===== src/rtl/tle_pkg.sv =====
// Shared types and constants for the terminal line editor with history.
package tle_pkg;

  // Result kinds.
  typedef enum logic [1:0] {
    KIND_ECHO  = 2'd0,
    KIND_ERASE = 2'd1,
    KIND_LINE  = 2'd2,
    KIND_END   = 2'd3
  } kind_e;

  // Command classes handed from the front end to the back end.
  typedef enum logic [2:0] {
    CMD_CHAR  = 3'd0,
    CMD_ERASE = 3'd1,
    CMD_ENTER = 3'd2,
    CMD_UP    = 3'd3,
    CMD_DOWN  = 3'd4
  } cmd_e;

  // Escape decoder phases.
  typedef enum logic [1:0] {
    ESC_NORMAL = 2'd0,
    ESC_SEEN   = 2'd1,
    ESC_CSI    = 2'd2
  } esc_e;

  // Byte codes.
  localparam logic [7:0] ChEsc     = 8'h1B;
  localparam logic [7:0] ChBracket = 8'h5B;
  localparam logic [7:0] ChDel     = 8'h7F;
  localparam logic [7:0] ChBs      = 8'h08;
  localparam logic [7:0] ChCr      = 8'h0D;
  localparam logic [7:0] ChLf      = 8'h0A;
  localparam logic [7:0] ChUp      = 8'h41;
  localparam logic [7:0] ChDown    = 8'h42;
  localparam logic [7:0] ChSpace   = 8'h20;
  localparam logic [7:0] ChTilde   = 8'h7E;

  // One classified command request.
  typedef struct packed {
    cmd_e       cmd;
    logic [6:0] ch;
  } cmd_t;

endpackage


===== src/rtl/tle_front.sv =====
// Front end: escape decoding and byte classification.
module tle_front (
  input  logic            clk_i,
  input  logic            rst_ni,
  input  logic            push_i,
  input  logic [7:0]      rx_byte_i,
  output logic            full_o,
  output logic            cmd_valid_o,
  output tle_pkg::cmd_t   cmd_o,
  input  logic            cmd_full_i
);

  tle_pkg::esc_e esc_q, esc_d;
  logic          take;

  assign full_o = cmd_full_i;
  assign take   = push_i && !cmd_full_i;

  // Classify the byte and advance the escape decoder.
  always_comb begin
    esc_d       = esc_q;
    cmd_valid_o = 1'b0;
    cmd_o.cmd   = tle_pkg::CMD_CHAR;
    cmd_o.ch    = rx_byte_i[6:0];
    if (take) begin
      unique case (esc_q)
        tle_pkg::ESC_SEEN: begin
          esc_d = (rx_byte_i == tle_pkg::ChBracket) ? tle_pkg::ESC_CSI : tle_pkg::ESC_NORMAL;
        end
        tle_pkg::ESC_CSI: begin
          esc_d = tle_pkg::ESC_NORMAL;
          if (rx_byte_i == tle_pkg::ChUp) begin
            cmd_valid_o = 1'b1;
            cmd_o.cmd   = tle_pkg::CMD_UP;
          end else if (rx_byte_i == tle_pkg::ChDown) begin
            cmd_valid_o = 1'b1;
            cmd_o.cmd   = tle_pkg::CMD_DOWN;
          end
        end
        default: begin
          if (rx_byte_i == tle_pkg::ChEsc) begin
            esc_d = tle_pkg::ESC_SEEN;
          end else if (rx_byte_i == tle_pkg::ChCr || rx_byte_i == tle_pkg::ChLf) begin
            cmd_valid_o = 1'b1;
            cmd_o.cmd   = tle_pkg::CMD_ENTER;
          end else if (rx_byte_i == tle_pkg::ChBs || rx_byte_i == tle_pkg::ChDel) begin
            cmd_valid_o = 1'b1;
            cmd_o.cmd   = tle_pkg::CMD_ERASE;
          end else if (rx_byte_i >= tle_pkg::ChSpace && rx_byte_i <= tle_pkg::ChTilde) begin
            cmd_valid_o = 1'b1;
            cmd_o.cmd   = tle_pkg::CMD_CHAR;
          end
        end
      endcase
    end
  end

  always_ff @(posedge clk_i or negedge rst_ni) begin
    if (!rst_ni) begin
      esc_q <= tle_pkg::ESC_NORMAL;
    end else begin
      esc_q <= esc_d;
    end
  end

endmodule


===== src/rtl/tle_cmd_fifo.sv =====
// Short command queue between the front end and the back end.
module tle_cmd_fifo (
  input  logic          clk_i,
  input  logic          rst_ni,
  input  logic          wr_i,
  input  tle_pkg::cmd_t wdata_i,
  output logic          full_o,
  input  logic          rd_i,
  output logic          empty_o,
  output tle_pkg::cmd_t rdata_o
);

  tle_pkg::cmd_t mem_q [2];
  logic          wp_q, rp_q;
  logic [1:0]    cnt_q;

  assign full_o  = cnt_q == 2'd2;
  assign empty_o = cnt_q == 2'd0;
  assign rdata_o = mem_q[rp_q];

  // Two-entry queue storage.
  always_ff @(posedge clk_i) begin
    if (wr_i && !full_o) begin
      mem_q[wp_q] <= wdata_i;
    end
  end

  always_ff @(posedge clk_i or negedge rst_ni) begin
    if (!rst_ni) begin
      wp_q  <= 1'b0;
      rp_q  <= 1'b0;
      cnt_q <= 2'd0;
    end else begin
      if (wr_i && !full_o) wp_q <= !wp_q;
      if (rd_i && !empty_o) rp_q <= !rp_q;
      cnt_q <= cnt_q + {1'b0, wr_i && !full_o} - {1'b0, rd_i && !empty_o};
    end
  end

endmodule


===== src/rtl/tle_back.sv =====
// Back end: edit line, history ring and result sequencer.
module tle_back #(
  parameter int LINE_LEN   = 32,
  parameter int HIST_DEPTH = 8
) (
  input  logic          clk_i,
  input  logic          rst_ni,
  input  logic          cmd_empty_i,
  input  tle_pkg::cmd_t cmd_i,
  output logic          cmd_pop_o,
  output logic          res_valid_o,
  output logic [1:0]    res_kind_o,
  output logic [6:0]    res_char_o,
  output logic          res_last_o,
  input  logic          res_ready_i
);

  localparam int LW = $clog2(LINE_LEN + 1);
  localparam int IW = $clog2(LINE_LEN);
  localparam int HW = $clog2(HIST_DEPTH + 1);
  localparam int SW = (HIST_DEPTH > 1) ? $clog2(HIST_DEPTH) : 1;

  typedef enum logic [5:0] {
    ST_IDLE  = 6'b000001,
    ST_ERASE = 6'b000010,
    ST_RDREQ = 6'b000100,
    ST_ECHO  = 6'b001000,
    ST_LINE  = 6'b010000,
    ST_END   = 6'b100000
  } state_e;

  state_e         st_q, st_d;
  logic [6:0]     edit_q [LINE_LEN];
  logic [6:0]     hist_q [HIST_DEPTH * (2 ** IW)];
  logic [LW-1:0]  hlen_q [HIST_DEPTH];
  logic [LW-1:0]  elen_q, elen_d;
  logic [HW-1:0]  fill_q, fill_d, brw_q, brw_d;
  logic [SW-1:0]  head_q, head_d;          // ring slot of the oldest line
  logic [SW-1:0]  rslot_q, rslot_d;        // ring slot being recalled or stored
  logic [LW-1:0]  idx_q, idx_d, tgt_q, tgt_d;
  logic [6:0]     hrd_q;
  logic           hist_we;
  logic [6:0]     hist_wd;
  logic           edit_we;
  logic [IW-1:0]  edit_wa;
  logic [6:0]     edit_wd;
  logic           obuf_v_q;
  logic [1:0]     obuf_k_q;
  logic [6:0]     obuf_c_q;
  logic           obuf_l_q;
  logic           emit;
  logic [1:0]     emit_k;
  logic [6:0]     emit_c;
  logic           emit_l;
  logic           can_emit;
  logic [LW-1:0]  max_len;

  assign max_len  = LW'(LINE_LEN - 1);
  assign can_emit = !obuf_v_q || res_ready_i;

  // Ring slot for a logical history position.
  function automatic logic [SW-1:0] slot_of(input logic [SW-1:0] head,
                                            input logic [HW-1:0] pos);
    logic [HW:0] s;
    s = {1'b0, head} + {1'b0, pos};
    if (s >= (HW+1)'(HIST_DEPTH)) s = s - (HW+1)'(HIST_DEPTH);
    return s[SW-1:0];
  endfunction

  // Sequencer.
  always_comb begin
    st_d = st_q; elen_d = elen_q; fill_d = fill_q; brw_d = brw_q; head_d = head_q;
    rslot_d = rslot_q; idx_d = idx_q; tgt_d = tgt_q;
    cmd_pop_o = 1'b0; emit = 1'b0; emit_k = tle_pkg::KIND_ECHO; emit_c = 7'd0; emit_l = 1'b0;
    hist_we = 1'b0; hist_wd = edit_q[idx_q[IW-1:0]];
    edit_we = 1'b0; edit_wa = elen_q[IW-1:0]; edit_wd = cmd_i.ch;
    unique case (st_q)
      ST_IDLE: begin
        if (!cmd_empty_i && can_emit) begin
          cmd_pop_o = 1'b1;
          unique case (cmd_i.cmd)
            tle_pkg::CMD_CHAR: begin
              if (elen_q < max_len) begin
                edit_we = 1'b1;
                elen_d = elen_q + 1'b1;
                emit = 1'b1; emit_k = tle_pkg::KIND_ECHO; emit_c = cmd_i.ch; emit_l = 1'b1;
              end
            end
            tle_pkg::CMD_ERASE: begin
              if (elen_q != '0) begin
                elen_d = elen_q - 1'b1;
                emit = 1'b1; emit_k = tle_pkg::KIND_ERASE; emit_l = 1'b1;
              end
            end
            tle_pkg::CMD_ENTER: begin
              idx_d = '0;
              if (fill_q < HW'(HIST_DEPTH)) begin
                rslot_d = slot_of(head_q, fill_q);
              end else begin
                rslot_d = head_q;
              end
              st_d = (elen_q == '0) ? ST_END : ST_LINE;
            end
            tle_pkg::CMD_UP: begin
              if (brw_q != '0) begin
                brw_d = brw_q - 1'b1;
                rslot_d = slot_of(head_q, brw_q - 1'b1);
                tgt_d = '1;
                st_d = ST_ERASE;
              end
            end
            tle_pkg::CMD_DOWN: begin
              if (brw_q < fill_q) begin
                brw_d = brw_q + 1'b1;
                rslot_d = slot_of(head_q, brw_q + 1'b1);
                tgt_d = (brw_q + 1'b1 == fill_q) ? '0 : '1;
                st_d = ST_ERASE;
              end
            end
            default: ;
          endcase
        end
      end
      ST_ERASE: begin
        if (elen_q != '0) begin
          if (can_emit) begin
            elen_d = elen_q - 1'b1;
            emit = 1'b1; emit_k = tle_pkg::KIND_ERASE;
            emit_l = (elen_q == LW'(1)) && (tgt_q == '0 || hlen_q[rslot_q] == '0);
          end
        end else if (tgt_q == '0) begin
          st_d = ST_IDLE;
        end else begin
          tgt_d = (hlen_q[rslot_q] > max_len) ? max_len : hlen_q[rslot_q];
          idx_d = '0;
          st_d = (hlen_q[rslot_q] == '0) ? ST_IDLE : ST_RDREQ;
        end
      end
      ST_RDREQ: begin
        st_d = ST_ECHO;
      end
      ST_ECHO: begin
        if (can_emit) begin
          edit_we = 1'b1; edit_wa = idx_q[IW-1:0]; edit_wd = hrd_q;
          emit = 1'b1; emit_k = tle_pkg::KIND_ECHO; emit_c = hrd_q;
          emit_l = (idx_q + 1'b1 == tgt_q);
          idx_d = idx_q + 1'b1;
          if (idx_q + 1'b1 == tgt_q) begin
            elen_d = tgt_q;
            st_d = ST_IDLE;
          end else begin
            st_d = ST_RDREQ;
          end
        end
      end
      ST_LINE: begin
        if (can_emit) begin
          hist_we = 1'b1;
          emit = 1'b1; emit_k = tle_pkg::KIND_LINE; emit_c = edit_q[idx_q[IW-1:0]];
          idx_d = idx_q + 1'b1;
          if (idx_q + 1'b1 == elen_q) st_d = ST_END;
        end
      end
      ST_END: begin
        if (can_emit) begin
          emit = 1'b1; emit_k = tle_pkg::KIND_END; emit_l = 1'b1;
          if (elen_q != '0) begin
            if (fill_q < HW'(HIST_DEPTH)) begin
              fill_d = fill_q + 1'b1;
              brw_d = fill_q + 1'b1;
            end else begin
              head_d = slot_of(head_q, HW'(1));
              brw_d = fill_q;
            end
          end else begin
            brw_d = fill_q;
          end
          elen_d = '0;
          st_d = ST_IDLE;
        end
      end
      default: st_d = ST_IDLE;
    endcase
  end

  // Edit line and history memories.
  always_ff @(posedge clk_i) begin
    if (edit_we) edit_q[edit_wa] <= edit_wd;
    if (hist_we) hist_q[{rslot_q, idx_q[IW-1:0]}] <= hist_wd;
    if (st_q == ST_END && can_emit && elen_q != '0) hlen_q[rslot_q] <= elen_q;
    hrd_q <= hist_q[{rslot_q, idx_q[IW-1:0]}];
  end

  // Output register.
  always_ff @(posedge clk_i) begin
    if (emit) begin
      obuf_k_q <= emit_k; obuf_c_q <= emit_c; obuf_l_q <= emit_l;
    end
  end

  always_ff @(posedge clk_i or negedge rst_ni) begin
    if (!rst_ni) begin
      st_q <= ST_IDLE; elen_q <= '0; fill_q <= '0; brw_q <= '0; head_q <= '0;
      rslot_q <= '0; idx_q <= '0; tgt_q <= '0; obuf_v_q <= 1'b0;
    end else begin
      st_q <= st_d; elen_q <= elen_d; fill_q <= fill_d; brw_q <= brw_d; head_q <= head_d;
      rslot_q <= rslot_d; idx_q <= idx_d; tgt_q <= tgt_d;
      if (emit) obuf_v_q <= 1'b1;
      else if (res_ready_i) obuf_v_q <= 1'b0;
    end
  end

  assign res_valid_o = obuf_v_q;
  assign res_kind_o  = obuf_k_q;
  assign res_char_o  = obuf_c_q;
  assign res_last_o  = obuf_l_q;

endmodule


===== src/rtl/terminal_line_editor_history.sv =====
// Top level of the terminal line editor with command history.
// Input side is a queue: drive rx_byte_i with push while full is low; one
// received terminal byte is one request. Output side is a queue: while
// empty is low, kind_o, char_out_o and last_o show the oldest result, and
// pop takes it. last_o marks the final result caused by one byte; bytes
// causing no result produce nothing.
// A byte is classified in the cycle it is pushed; escape, control and other
// dropped bytes end in the front end, the rest go to a two-entry command
// queue. The back end takes one command per cycle for printable and erase
// bytes while the result register is free; a line end or a history recall
// runs its sequencer, which reads the history memory before each recalled
// character.
// With the back end idle, the first result reaches the outputs through the
// command queue and the result register.
// Reset clears the edit line length, history fill, browse position and the
// escape decoder; the history memories need no clearing pass. When pop is
// held low the single result register fills, the sequencer waits, then the
// command queue fills and full rises; nothing is lost.
module terminal_line_editor_history #(
  parameter int LINE_LEN   = 32,
  parameter int HIST_DEPTH = 8
) (
  input  logic       clk_i,
  input  logic       rst_ni,
  input  logic       push,
  output logic       full,
  input  logic [7:0] rx_byte_i,
  output logic       empty,
  input  logic       pop,
  output logic [1:0] kind_o,
  output logic [6:0] char_out_o,
  output logic       last_o
);

  logic          cmd_v, cmd_full, cmd_empty, cmd_pop, res_valid;
  tle_pkg::cmd_t cmd_in, cmd_out;

  tle_front u_front (
    .clk_i, .rst_ni, .push_i(push), .rx_byte_i, .full_o(full),
    .cmd_valid_o(cmd_v), .cmd_o(cmd_in), .cmd_full_i(cmd_full)
  );

  tle_cmd_fifo u_fifo (
    .clk_i, .rst_ni, .wr_i(cmd_v), .wdata_i(cmd_in), .full_o(cmd_full),
    .rd_i(cmd_pop), .empty_o(cmd_empty), .rdata_o(cmd_out)
  );

  tle_back #(.LINE_LEN(LINE_LEN), .HIST_DEPTH(HIST_DEPTH)) u_back (
    .clk_i, .rst_ni, .cmd_empty_i(cmd_empty), .cmd_i(cmd_out), .cmd_pop_o(cmd_pop),
    .res_valid_o(res_valid), .res_kind_o(kind_o), .res_char_o(char_out_o),
    .res_last_o(last_o), .res_ready_i(pop)
  );

  assign empty = !res_valid;

  // A stalled result holds its value.
  assert property (@(posedge clk_i) disable iff (!rst_ni)
    !empty && !pop |=> !empty && $stable(kind_o) && $stable(char_out_o) && $stable(last_o))
    else $error("stalled result changed");

  // Erase and line end results carry no character.
  assert property (@(posedge clk_i) disable iff (!rst_ni)
    !empty && (kind_o == tle_pkg::KIND_ERASE || kind_o == tle_pkg::KIND_END)
      |-> char_out_o == 7'd0)
    else $error("character on erase or line end");

  // A line end is always the final result of its byte.
  assert property (@(posedge clk_i) disable iff (!rst_ni)
    !empty && kind_o == tle_pkg::KIND_END |-> last_o)
    else $error("line end without last");

endmodule


===== config.mk =====
export PLATFORM = sky130hd
export DESIGN_NAME = terminal_line_editor_history
export DESIGN_NICKNAME = d
export VERILOG_FILES = /design/src/rtl/tle_pkg.sv /design/src/rtl/tle_front.sv /design/src/rtl/tle_cmd_fifo.sv /design/src/rtl/tle_back.sv /design/src/rtl/terminal_line_editor_history.sv
export SDC_FILE = /design/constraint.sdc
export NUM_CORES = 2
export LEC_CHECK = 0
export BUFFER_PORTS_ARGS = -buffer_cell sky130_fd_sc_hd__buf_2
export CAP_MARGIN = 20
export CORE_AREA = 2 2 378 455
export DETAILED_ROUTE_END_ITERATION = 7
export DIE_AREA = 0 0 380 457
export PLACE_DENSITY = 0.67
export RECOVER_POWER = 50
export SYNTH_ARGS = -nofsm -noshare
export SYNTH_HDL_FRONTEND = slang
export SYNTH_SLANG_ARGS = --single-unit

===== constraint.sdc =====
create_clock -name clk_i -period 6 [get_ports clk_i]
set_clock_uncertainty 0.2 [all_clocks]
set_input_delay 0.9 -clock clk_i [delete_from_list [all_inputs] [get_ports clk_i]]
set_output_delay 0.9 -clock clk_i [all_outputs]
set_load 0.05 [all_outputs]

# After elaboration in Yosys (flattened, before gate mapping)
# Memories as Yosys holds them, arrays and structs flattened. A register that Yosys moved wholly into a read port is not among the register bits.
# Cells that the tools add are included.
[classes] eq_ne=46 magnitude_cmp=10 n_addsub=16 bitwise=1 reduce_logical=42 mux=118
[op_table] cell="two-way mux 6 bit" n=30
[op_table] cell="two-way mux 7 bit" n=7
[op_table] cell="two-way mux 3 bit" n=14
[op_table] cell="one-hot mux 6 bit (2 select lines)" n=3
[op_table] cell="one-hot mux 6 bit (3 select lines)" n=2
[op_table] cell="one-hot mux 6 bit (6 select lines)" n=1
[op_table] cell="two-way mux 1 bit" n=33
[op_table] cell="equality test 8 x 7 -> 1 bit, second input constant" n=4
[op_table] cell="equality test 8 x 4 -> 1 bit, second input constant" n=3
[op_table] cell="two-way mux 4 bit" n=6
[op_table] cell="one-hot mux 6 bit (4 select lines)" n=1
[op_table] cell="inequality test 2 x 1 -> 1 bit, second input constant" n=11
[op_table] cell="one-hot mux 7 bit (3 select lines)" n=1
[op_table] cell="zero test 6 bit" n=3
[op_table] cell="one-hot mux 4 bit (2 select lines)" n=2
[op_table] cell="adder 3 x 4 -> 5 bit" n=3
[op_table] cell="greater-or-equal comparator 5 x 4 -> 1 bit, second input constant" n=3
[op_table] cell="two-way mux 2 bit" n=7
[op_table] cell="adder 6 x 1 -> 6 bit, second input constant" n=2
[op_table] cell="equality test 6 x 1 -> 1 bit, second input constant" n=2
[op_table] cell="equality test 6 bit" n=2
[op_table] cell="inequality test 3 x 2 -> 1 bit, second input constant" n=4
[op_table] cell="AND reduction 6 bit" n=2
[op_table] cell="subtractor 3 x 1 -> 3 bit, second input constant" n=4
[op_table] cell="54 further kinds" n=83
[totals] output_inout_bits=12 ramBits=2084 memories=4 inputBits=12 elab_cells=253 regBits=55
[memory_table] name="u_back.hist_q" depth=256 word_bits=7 read_ports=1 rd_clocked_by_memory_dff=1 wr=1 line_no="tle_back.sv:34" rtl="logic [6:0] hist_q [HIST_DEPTH * (2 ** IW)];"
[memory_table] name="u_back.edit_q" depth=32 word_bits=7 read_ports=1 rd_clocked_by_memory_dff=0 wr=1 line_no="tle_back.sv:33" rtl="logic [6:0] edit_q [LINE_LEN];"
[memory_table] name="u_back.hlen_q" depth=8 word_bits=6 read_ports=1 rd_clocked_by_memory_dff=0 wr=1 line_no="tle_back.sv:35" rtl="logic [LW-1:0] hlen_q [HIST_DEPTH];"
[memory_table] name="u_fifo.mem_q" depth=2 word_bits=10 read_ports=1 rd_clocked_by_memory_dff=0 wr=1 line_no="tle_cmd_fifo.sv:13" rtl="tle_pkg::cmd_t mem_q [2];"

# Depth between registers and ports, before layout
[logic_depth] word_depth=11 depth_mapped=14 depth_no_buf=9

# Modules after synthesis
# A second synthesis with hierarchy kept.
[hier_totals] hier_cells=4167 area_unflattened_um2=85060.3
[by_module_without_submodules] module="tle_back" instances=1 cells_each=4064 seq_area_each_um2=63397.1 area_per_inst_um2=83731.6
[by_module_without_submodules] module="tle_cmd_fifo" instances=1 cells_each=51 seq_area_each_um2=700.7 area_per_inst_um2=934.6
[by_module_without_submodules] module="tle_front" instances=1 cells_each=51 seq_area_each_um2=50.0 area_per_inst_um2=390.4
[by_module_without_submodules] module="terminal_line_editor_history" instances=1 cells_each=1 seq_area_each_um2=0.0 area_per_inst_um2=3.8

# Worst setup path after synthesis
# OpenSTA, ideal clock, no wires.
[synth_path] kind="register -> register" from="register u_back.idx_q[2]" to="memory u_back.hist_q[0][6], data pin" path_stages_with_launch=8 path_slack_ps=14 setup_time_ps=825 path_buffers=4 t_arrival_ps=4961 required_ps=4975 cell_sequence="dfrtp_1 buf_2 buf_1 clkbuf_1 clkbuf_1 mux4_2 nand2_1 nand2_1"
[synth_between] elab_chain_len=1
[synth_rtl] element="start: declaration" line_no="tle_back.sv:40" rtl="logic [LW-1:0] idx_q, idx_d, tgt_q, tgt_d;"
[synth_rtl] element="start signal: assignment" line_no="tle_back.sv:207" rtl="rslot_q <= rslot_d; idx_q <= idx_d; tgt_q <= tgt_d;"
[synth_rtl] element="memory (32 x 7 bit)"
[synth_rtl] element="net u_back.hist_wd[6]" line_no="tle_back.sv:43" rtl="logic [6:0] hist_wd;"
[synth_rtl] element="end: declaration" line_no="tle_back.sv:34"
# The timed path passes the listed nets, and every way through them passes these cells.

# Worst setup path in the final report
[layout_path] from="register u_back.idx_q[0]" to="memory u_back.hist_q[195][1], data pin"
# The elaborated chain is that of the path after synthesis.

==> results.cfg <==
[run_status]
outcome = finished, violations left
violations = capacitance limit, slew limit

[critical_path]
cp.arrival_ns = 5.52
path_class = flip-flop to flip-flop
crit_fanout = 67
rr_worst_depth = 7
rrSetupSlack_ns = 0.79
cp-end-kind = flip-flop
required_ns = 6.31
cp-start-kind = flip-flop

[logic_synthesis]
netlist_instances = 4110
ys_seq_area_share_pct = 76.1
synthArstFlopShare_pct = 2.10
synth_common_cells = edfxtp_1, mux4_2, nor2_1, clkbuf_1, a22oi_1
synth.avg_cell_area_um2 = 20.5
synth.distinct_cells = 72
synth_top_area_share_pct = 74.6
syn_nets = 4146
synth.area.top_cells = edfxtp_1, mux4_2, nor2_1
synth.most_common_cell = edfxtp_1
yosysTopAreaCell = edfxtp_1
yosysWarnings = 0
synth_enable_flop_cells = 2094
synth_flop_cell = edfxtp_1
ys_seq_elements = 2146
syn_area_mm2 = 0.0843

[grt]
grt_pass1_wl_um = 293000
antenna_found_initial = 3
grt_pass1_vias = 42000
grt_overflow = 0
grt_max_degree = 206
grt_util_all_layers_pct = 23.1

[hold_path]
hold_path_class = primary input to flip-flop
holdPathStages = 1

[timing]
rsz0062_at_grt = no
hold_violations = 0
slew_viol_final = 306
timing.fmax_mhz = 192
worst_pin_slew_ns = 2.81
fin_tns_setup_ns = 0
timing.final.crit_period_ns = 5.21
timing.final.crit_share_pct = 86.9
setup_viol = 0
slew_headroom_pct = -87.4

[power]
p_sw_mw = 12.5
p_per_area_mw_per_mm2 = 451
peakVddDrop_v = 0.000360
power_frac_clock_pct = 29.4
power.share.switching_pct = 29.5
combPwrFrac_pct = 25.4
p_leak_nw = 28.3
p_seq_share_pct = 45.2
internal_power_mw = 29.8

[route]
via_per_inst = 6.26
drtPass1Iterations = 6
drtIter0Drc = 4887
ant_nets = 0
vias = 41500
drcViolationCount = 0
wl_per_cell_um = 30.3
wirelength_um = 201000

[clock_network]
cts_setup_buffers = 0
numCtsBuffers = 198
clkTransAtPathRegs_ns = 0.06
htreeDepth = 4
clk_path_buf_depth = 3
cts_tree = built
root_buffer = clkbuf_16
clock_latency_ns = 0.83
cts_sinks = 2146
ctsHoldBuffers = 1
cts-resized-gates = 0

[die]
dieArea_mm2 = 0.174
fp.coreArea_mm2 = 0.169
core.rowCount = 166
initial_core_util_pct = 49.8
die_h_um = 457
die_w_um = 380
io_pins = 24

[place]
hpwlAfterDp_um = 121000
finalWeightedCongestion = 0.846
portBuffers = 23

[final_layout]
multiInputGateArea_mm2 = 0.0191
utilization_pct = 55.3
seq_area_mm2 = 0.0642
synthToLayoutAreaGrowth_pct = 11.2
drive_gt1_share_pct = 22.0
n_fill_cell = 12700
final_nets = 4232

[job]
max_cap_viol_count = 10
==> layer usage <==
layer / up-vias / part of all wire [%] / GRT usage, % / routed length (µm)
met1: 22000 / 38 / 30.9 / 76700
met2: 1930 / 51 / 38.9 / 102000
met3: 324 / 7.6 / 3.64 / 15200
li1: 17300 / - / - / -
met4: 0 / 3.4 / 8.16 / 6870
met5: - / 0 / 0 / 0
==> cell usage in the layout, fill, tap and decap left out, drive strengths merged, types with 47 or more instances in the layout <==
cell type	Yosys	final
nand2	96	96
nor2	357	357
o21ai	47	47
edfxtp	2094	2094
a21oi	82	82
clkbuf	145	280
a221oi	49	49
a22oi	104	104
buf	105	96
clkinv	0	86
mux4	538	538
==> power groups by stage <==
stage               combinational [mW]  sequential, mW  clock, mW
finish                            10.7            19.1       12.4
CTS                               10.8            19.1       12.6
global route                      11.4            19.2       13.1
global placement                  10.7            19.4          0
floorplan                         7.26            19.7          0
detailed placement                10.8            19.4          0
==> registers in the layout, summed over array words and instances (netlist names), 4 cells and up <==
signal / flops
u_back.fill_q: 4
u_back.hlen_q: 48
u_back.edit_q: 224
u_back.idx_q: 6
u_back.res_char_o: 7
u_back.hist_q: 1792
u_back.tgt_q: 6
u_fifo.mem_q: 20
u_back.hrd_q: 7
u_back.elen_q: 6
u_back.brw_q: 4
u_back.st_q: 6
==> through the flow <==
| step | worst slack [ns] | hold WS [ns] | cells | power [mW] | area [µm²] |
|---|---|---|---|---|---|
| after global placement | 1.20 | 0.272 | 6258 | 30.1 | 87400 |
| after global routing | 0.637 | 0.185 | 6630 | 43.7 | 93800 |
| final | 0.787 | 0.204 | 6632 | 42.3 | 93800 |
| after detailed placement | 1.30 | 0.288 | 6260 | 30.3 | 87500 |
| after floorplan | 0.0142 | 0.254 | 4110 | 27.0 | 84300 |
| after CTS | 1.29 | 0.0779 | 6626 | 42.5 | 93800 |
==> logic make-up after synthesis <==
logic type      count (synthesis)  synth area share (%)
compound gates                419                  3.47
xor+xnor                       43                 0.479
fa+ha+maj                      24                 0.374
buf+inv                       279                  1.50
flops                        2146                  76.1
mux                           577                  14.9
simple gates                  622                  3.26
==> critical path, cell delays in order, from the launching register on <==
cell and delay, ns:
dfrtp_4 0.93, buf_12 0.33, mux4_2 0.55, mux4_2 0.53, nand2_1 0.12, nand2_1 1.07, buf_4 0.71, buf_16 0.28
==> layout make-up <==
cell class	count	area share, %
Clock inverter	124	1.20
Sequential cell	2146	68.4
Clock buffer	241	5.59
Multi-Input combinational cell	1685	20.3
Tap cell	2268	3.03
Timing Repair Buffer	136	1.32
Antenna cell	3	0.00801
Inverter	29	0.116
==> worst paths after layout <==
| check | endpoint | startpoint |
|---|---|---|
| hold reg to reg | u_fifo.wp_q | u_fifo.wp_q |
| hold / removal | u_fifo.mem_q[1][3] | rx_byte_i[3] |
| setup reg to reg | u_back.hist_q[195][1] | u_back.idx_q[0] |
| min in group asynchronous | u_back.rslot_q[0] | rst_ni |
| max in group asynchronous | u_back.idx_q[2] | rst_ni |
| setup / recovery | u_back.hist_q[195][1] | u_back.idx_q[0] |
(Power assumes the default switching activity.)
